$ cat config.mk
export PLATFORM = sky130hd
export DESIGN_NAME = tkcl_cell
export DESIGN_NICKNAME = d
export VERILOG_FILES = /design/src/tkcl_pkg.sv /design/src/tkcl_cell.sv
export SDC_FILE = /design/constraint.sdc
export NUM_CORES = 1
export LEC_CHECK = 0
export ABC_AREA = 1
export BUFFER_PORTS_ARGS = -buffer_cell sky130_fd_sc_hd__buf_2
export CELL_PAD_IN_SITES_DETAIL_PLACEMENT = 0
export CELL_PAD_IN_SITES_GLOBAL_PLACEMENT = 1
export CORE_AREA = 2 2 262 264
export CTS_BUF_LIST = sky130_fd_sc_hd__clkbuf_16
export CTS_CLUSTER_DIAMETER = 50
export DETAILED_ROUTE_END_ITERATION = 8
export DIE_AREA = 0 0 264 266
export GPL_TIMING_DRIVEN = 0
export PLACE_DENSITY = 0.6
export SLEW_MARGIN = 20
export SYNTH_ARGS = -nofsm -noshare
export SYNTH_HDL_FRONTEND = slang
export SYNTH_SLANG_ARGS = --single-unit
$ cat constraint.sdc
create_clock -name clock -period 22.8 [get_ports clock]
set_input_delay 2.28 -clock clock [delete_from_list [all_inputs] [get_ports clock]]
set_output_delay 2.28 -clock clock [all_outputs]
set_load 0.01 [all_outputs]
$ cat src/tkcl_pkg.sv
// ----------------------------------------------------------------------------
// tkcl_pkg: shared types and codes for the top-k candidate list
// Beat payloads, the stored entry, per-cell control and the status codes.
// ----------------------------------------------------------------------------
package tkcl_pkg;

   localparam int TKCL_DEPTH = 16;

   // command codes
   localparam logic CMD_PUSH = 1'b0;
   localparam logic CMD_DUMP = 1'b1;

   // result status codes
   localparam logic [2:0] ST_INSERTED = 3'd0;
   localparam logic [2:0] ST_EVICTED  = 3'd1;
   localparam logic [2:0] ST_DUPLICATE = 3'd2;
   localparam logic [2:0] ST_DROPPED  = 3'd3;
   localparam logic [2:0] ST_DUMP_ENT = 3'd4;
   localparam logic [2:0] ST_EMPTY    = 3'd5;

   // cell operations
   localparam logic [1:0] OP_HOLD   = 2'd0;
   localparam logic [1:0] OP_INSERT = 2'd1;
   localparam logic [1:0] OP_EVICT  = 2'd2;
   localparam logic [1:0] OP_ROTATE = 2'd3;

   typedef struct packed {
      logic        cmd;
      logic [31:0] cand_frequency;
      logic [31:0] cand_time;
      logic [31:0] cand_magnitude;
      logic [15:0] cand_probability;
   } req_payload_type;

   typedef struct packed {
      logic [2:0]  status;
      logic [31:0] out_frequency;
      logic [31:0] out_time;
      logic [31:0] out_magnitude;
      logic [15:0] out_probability;
      logic [4:0]  held_count;
      logic        last;
   } rsp_payload_type;

   // key order: magnitude, then time, then frequency (MSB first)
   typedef struct packed {
      logic [31:0] ent_magnitude;
      logic [31:0] ent_time;
      logic [31:0] ent_frequency;
      logic [15:0] ent_probability;
   } entry_type;

   typedef struct packed {
      logic       cmp_en;
      logic       valid;
      logic       tail;
      logic [1:0] op;
   } cell_ctl_type;

endpackage

$ cat src/tkcl_cell.sv
// ----------------------------------------------------------------------------
// tkcl_cell: one slot of the sorted candidate chain
// Holds one entry, compares it against a new key, and shifts with neighbors.
// ----------------------------------------------------------------------------
module tkcl_cell (
   input  logic                  clock,
   input  tkcl_pkg::cell_ctl_type ctl,
   input  tkcl_pkg::entry_type   key_cand,
   input  tkcl_pkg::entry_type   ins_cand,
   input  logic                  left_lt,
   input  tkcl_pkg::entry_type   left_entry,
   input  logic                  right_lt,
   input  tkcl_pkg::entry_type   right_entry,
   input  tkcl_pkg::entry_type   head_entry,
   output tkcl_pkg::entry_type   entry,
   output logic                  lt,
   output logic                  eq
);

   tkcl_pkg::entry_type entry_ff, entry_in;
   logic                lt_ff, lt_in;
   logic                eq_ff, eq_in;
   logic [95:0]         own_key, new_key;

   assign own_key = {entry_ff.ent_magnitude, entry_ff.ent_time, entry_ff.ent_frequency};
   assign new_key = {key_cand.ent_magnitude, key_cand.ent_time, key_cand.ent_frequency};

   always_comb begin
      lt_in = lt_ff;
      eq_in = eq_ff;
      if (ctl.cmp_en) begin
         lt_in = ctl.valid & (own_key < new_key);
         eq_in = ctl.valid & (own_key == new_key);
      end
   end

   always_comb begin
      entry_in = entry_ff;
      case (ctl.op)
         tkcl_pkg::OP_HOLD: entry_in = entry_ff;
         tkcl_pkg::OP_INSERT: begin
            // lower entries stay, first non-lower slot takes the new one, higher ones shift up
            if (!lt_ff) entry_in = left_lt ? ins_cand : left_entry;
         end
         tkcl_pkg::OP_EVICT: begin
            // drop slot 0, close the gap below the insertion point
            if (right_lt) entry_in = right_entry;
            else if (lt_ff) entry_in = ins_cand;
         end
         tkcl_pkg::OP_ROTATE: entry_in = ctl.tail ? head_entry : right_entry;
         default: entry_in = entry_ff;
      endcase
   end

   always_ff @(posedge clock) begin
      entry_ff <= entry_in;
      lt_ff    <= lt_in;
      eq_ff    <= eq_in;
   end

   assign entry = entry_ff;
   assign lt    = lt_ff;
   assign eq    = eq_ff;

endmodule

==> results of run 1 <==
[cells in the mapped netlist, drive strengths merged]
cell	instances	area share [%]
o21bai	2	0.13
buf	61	3.4
o21a	3	0.20
nand2	117	3.9
nand4	9	0.50
o221ai	31	2.4
o21ai	343	15
nor4	1	0.056
a21o	6	0.40
o211ai	81	5.5
clkbuf	47	1.6
and2	2	0.11
edfxtp	114	31
nand3	4	0.18
inv	251	8.4
a21oi	228	10
or2	1	0.056
a21boi	1	0.067
ha	96	11
nor2	177	6.0
[cell type report]
| class | instances | area share (%) |
|---|---|---|
| diodes | 8 | 0.122 |
| plain buffers | 108 | 3.40 |
| clock buffers | 17 | 2.60 |
| clock inverters | 14 | 0.910 |
| inverters | 251 | 5.76 |
| multi-input cells | 1102 | 38.2 |
| flip-flops and latches | 114 | 20.9 |
| well taps | 882 | 6.74 |
| repair buffers | 670 | 21.4 |
[stage by stage]
| step | setup WS [ps] | hold slack, ps |
|---|---|---|
| 6_report | 18380 | 860 |
| 3_5_place_dp | 17820 | 864 |
| 3_3_place_gp | 4930 | 946 |
| 5_1_grt | 18290 | 902 |
| 4_1_cts | 18360 | 874 |
| 2_1_floorplan | 11920 | 913 |
[metal layers]
metal | track usage (%) | share of wire (%) | wire (µm) | up-vias
met2 | 35.0 | 48 | 36000 | 836
met1 | 25.3 | 41 | 30700 | 7083
met5 | 0 | 0.10 | 76 | -
met4 | 7.63 | 3.1 | 2320 | 12
li1 | - | - | - | 6873
met3 | 4.49 | 7.7 | 5750 | 127
[sequential cells by signal (all words and copies together), names as in the netlist]
register / count
entry: 112
lt: 1
eq: 1
[power by group]
group	internal (mW)	total, mW	switching, mW	leakage [nW]
clock	0.168	0.290	0.122	0.286
sequential	0.264	0.282	0.0183	1.13
combinational	0.114	0.290	0.176	6.63
total	0.546	0.862	0.316	8.04
[logic make-up after synthesis]
group | count (synthesis)
adder cells (fa/ha/maj) | 96
buffers and inverters | 359
AO/OA/AOI/OAI | 695
AND/OR/NAND/NOR | 311
flip-flops | 114
[worst max path at each step]
| stage | start | end | slack (ps) | depth (start not counted) |
|---|---|---|---|---|
| 6_report | ctl[1] | entry[10] | 18380 | 9 |
| 5_1_grt | ctl[1] | entry[9] | 18290 | 9 |
| 4_1_cts | ctl[1] | entry[6] | 18360 | 9 |
| 3_5_place_dp | ctl[1] | entry[5] | 17820 | 9 |
| 3_3_place_gp | ctl[0] | entry[15] | 4930 | 3 |
| 2_1_floorplan | ctl[0] | entry[0] | 11920 | 2 |
[critical path, stage by stage]
cell and delay (ps):
buf_2 130, buf_2 490, buf_2 370, o21ai_0 200, o21ai_4 300, buf_16 250, buf_16 170, buf_16 160
buf_16 180
==> out/metrics.cfg, run 1 <==
[layout]
final_cell_area_um2 = 16400
layout_common_cells = buf_2 (692), o21ai_0 (264), inv_1 (249)
layout-drive-gt1-share_pct = 33.3
layout.cells.non_filler = 3166
layout_commonest_cell = buf_2
syn2layout_area_growth_pct = 46.7
nFillCells = 7698
fin_nets = 2928
regArea_um2 = 3420
fin_util_pct = 24.2
multi_input_area_um2 = 6250

[synthesis]
synth-simple-area-share_pct = 10.9
syn-cell-area_um2 = 11200
synth_xor_area_share_pct = 0
synth_seq_area_share_pct = 30.7
synth_top_family_by_area = compound AO/OA/AOI/OAI gates
syn-mean-instance-area_um2 = 7.08
synth.mux.area_fraction_pct = 0
synth_cells = 1575
synthAdderAreaFrac_pct = 10.8
ys_types = 26
synth_compound_area_share_pct = 34.3
ys_warn_count = 0
synthesis.nets = 2239
synth_seq_cells = 114

[routing]
vias = 14931
first_pass_iters = 5
ant_nets = 0
drc = 0
drtIter0Drc = 1241
totalWireLength_um = 74900
via_per_inst = 4.72
wire_per_inst_um = 23.6

[setup_path]
worstReg2RegEnd = lt
path_class = in -> reg
worst-path-max-fanout = 18
crit_required_ps = 22980
reg2reg_from = entry[53]
r2r_slack_ps = 20400
reg2reg_depth = 10
worstSetupEndpointType = register
cp_data_arrival_time_ps = 4600
startpoint_type = input pin

[min_path]
min-delay-start = lt
whs_endpoint = entry[60]
hp-class = reg -> reg
hold_path_depth = 1

[timing]
slew_violations = 0
max_clock_freq_ghz = 0.226
report.final.hold_viol_count = 0
max_slew_margin_pct = 31.0
rsz0062_at_grt = no
final.setup_skew_ps = 8.67
setup_viol = 0
worst_pin_slew_ps = 1030
finalCriticalPeriod_ps = 4420
period_share_pct = 19.4
fin_tns_setup_ps = 0

[placement]
gp_congestion = 0.922
dp_hpwl_um = 59600
io_buffers = 663
dp_cells = 3127
dpl_cell_area_um2 = 15800

[cts]
postCtsSetupBuffers = 0
clk_path_buf_depth = 2
clock_sink_count = 114
clock_tree.htree_level_count = 4
cts-root-buf = clkbuf_16
cts_resized = 0
ctsHoldBuffers = 0
worst_skew_pair.late_latency_ps = 490
cts_buffers = 17
clkTransAtPathRegs_ps = 60
cts_tree = built

[floorplan]
die_area_um2 = 70200
die_h_um = 266
fp.coreArea_um2 = 67700
io_pins = 682
die_x_um = 264
row_count = 96
initial_utilization_pct = 16.5

[global_routing]
grt.overflow.total = 0
grt_pass1_vias = 14849
track_usage_pct = 20.5
grt_pass1_wl_um = 104000
grt_max_degree = 21
grt_antenna_before_repair = 18

[pwr]
ir_drop_v = 0.0000298
power.density_nw_per_um2 = 52.7
total_power_mw = 0.862
leakage_nw = 8.04

[status]
status = finished, final reports clean

[run]
cap_violations = 0

(Power assumes the default switching activity.)
==> inputs of run 2 (changes only) <==
CORE_AREA = 2 2 269 271   (was 2 2 262 264)
DIE_AREA = 0 0 271 273   (was 0 0 264 266)
clock period = 3.9 ns   (was 22.8 ns; I/O delays follow)
==> run 2 against run 1 <==
Utilization decreased by 0.92 points. Clock power increased to 6.3 times the previous value. Critical endpoint is now entry[0]. Cell count rose by 2.2%.
==> out/metrics.cfg, run 2 (same netlist as run 1, synthesis figures left out) <==
[timing]
setup_viol = 0  ; unchanged
slew_violations = 0  ; unchanged
period_share_pct = 62.1
max_clock_freq_ghz = 0.413
worst_pin_slew_ps = 961  ; -73.8 ps
final.setup_skew_ps = 9.69  ; +1.02 ps
finalCriticalPeriod_ps = 2420
rsz0062_at_grt = no
max_slew_margin_pct = 35.9  ; +4.9 points
holdWs_ps = 205  ; -655 ps
report.final.hold_viol_count = 0  ; unchanged

[layout]
layout-drive-gt1-share_pct = 33.1  ; -0.23 points
layout_commonest_cell = buf_2
fin_nets = 2928  ; unchanged
syn2layout_area_growth_pct = 47.9
layout_common_cells = buf_2 (692), o21ai_0 (264), inv_1 (250)
largest_reg_flops = 112  ; unchanged
final_cell_area_um2 = 16500  ; +0.82%
fin_util_pct = 23.2  ; -0.92 points
nFillCells = 8187  ; +6.4%

[placement]
dpl_cell_area_um2 = 15900  ; +0.50%
dp_hpwl_um = 60600  ; +1.6%
io_buffers = 663  ; unchanged
gp_congestion = 0.869  ; -5.7%

[setup_path]
r2r_slack_ps = 1490  ; -18910 ps
reg2reg_depth = 11  ; +1
worstSetupEndpointType = register
reg2reg_from = entry[99]
crit_required_ps = 4070  ; -18910 ps
cp_data_arrival_time_ps = 2590  ; -2010 ps
path_class = in -> reg
worst-path-max-fanout = 19  ; +1
startpoint_type = input pin
worstReg2RegEnd = lt

[routing]
first_pass_iters = 5  ; unchanged
wire_per_inst_um = 22.8  ; -3.4%
vias = 14291  ; -4.3%
totalWireLength_um = 73900  ; -1.2%
drtIter0Drc = 1086  ; -12%
ant_nets = 0  ; unchanged
drc = 0  ; unchanged
via_per_inst = 4.41  ; -6.4%

[cts]
clkTransAtPathRegs_ps = 60  ; about the same
clk_path_buf_depth = 2  ; unchanged
ctsHoldBuffers = 0  ; unchanged
worst_skew_pair.late_latency_ps = 470  ; -20 ps
cts_resized = 0  ; unchanged
cts_buffers = 17  ; unchanged
clock_tree.htree_level_count = 4  ; unchanged
postCtsSetupBuffers = 0  ; unchanged
cts_tree = built
cts-root-buf = clkbuf_16
clock_sink_count = 114  ; unchanged

[global_routing]
track_usage_pct = 19.2  ; -1.3 points
grt_pass1_wl_um = 100000  ; -3.1%
grt_pass1_vias = 13935  ; -6.2%
grt.overflow.total = 0  ; unchanged
grt_max_degree = 22  ; +4.8%
grt_antenna_before_repair = 24  ; +6

[pwr]
leakage_nw = 8.05  ; +0.13%
total_power_mw = 5.14  ; +500%
power.density_nw_per_um2 = 312  ; +490%
ir_drop_v = 0.000278  ; +830%

[floorplan]
fp.coreArea_um2 = 71000  ; +4.8%
io_pins = 682  ; unchanged
initial_utilization_pct = 15.7  ; -0.75 points
row_count = 98  ; +2.1%
die_h_um = 273  ; +2.6%
die_area_um2 = 74000  ; +5.4%
die_x_um = 271  ; +2.7%

[min_path]
hp-class = in -> reg
hold_path_depth = 1  ; unchanged
whs_endpoint = eq
min-delay-start = ctl[4]

[status]
status = finished, final reports clean

[run]
cap_violations = 0  ; unchanged

## run 2: critical path, stage by stage
cell and delay (ps):
buf_2 140, buf_2 530, buf_2 370, o21ai_0 200, o21ai_4 310, buf_16 240, buf_16 170, buf_16 180
## run 2: report_power, final
part	switching [mW]	internal (mW)	total [mW]
sequential	0.0957	1.54	1.64
combinational	1.02	0.664	1.69
clock	0.703	1.12	1.82
total	1.82	3.32	5.14
## run 2: routing by layer
layer  up-vias  track usage [%]  routed length (µm)
met5         -                0                  72
met4        12             7.41                2240
met3       101             4.43                5230
met2       644             31.4               34700
met1      6648             24.5               31700
li1       6886                -                   -
## run 2: metrics by stage
stage	setup WS [ps]	TNS [ps]	cells
after detailed placement	982	0	3195
after floorplan	46.6	0	1575
after global routing	1220	0	3234
final	1480	0	3237
after global placement	-2740	-304270	3188
after CTS	1360	0	3227
## run 2: cell type report
class                   instances  area [µm²]  share of cell area (%)
clock inverters                15         199                    1.21
plain buffers                 108         551                    3.34
multi-input cells            1102        6250                    37.9
diodes                         10        25.0                   0.152
inverters                     251         942                    5.71
clock buffers                  17         425                    2.58
well taps                     950        1190                    7.20
flip-flops and latches        114        3420                    20.7
repair buffers                670        3500                    21.2
## run 2: how the worst max path moves through the flow
stage               from  endpoint  slack (ps)  cells after the start
2_1_floorplan         lt  entry[0]          50                      1
3_3_place_gp      ctl[0]  entry[8]       -2740                      3
3_5_place_dp      ctl[1]  entry[8]         980                      8
4_1_cts        entry[99]        lt        1360                     11
5_1_grt        entry[99]        lt        1220                     11
6_report          ctl[1]  entry[0]        1480                      8
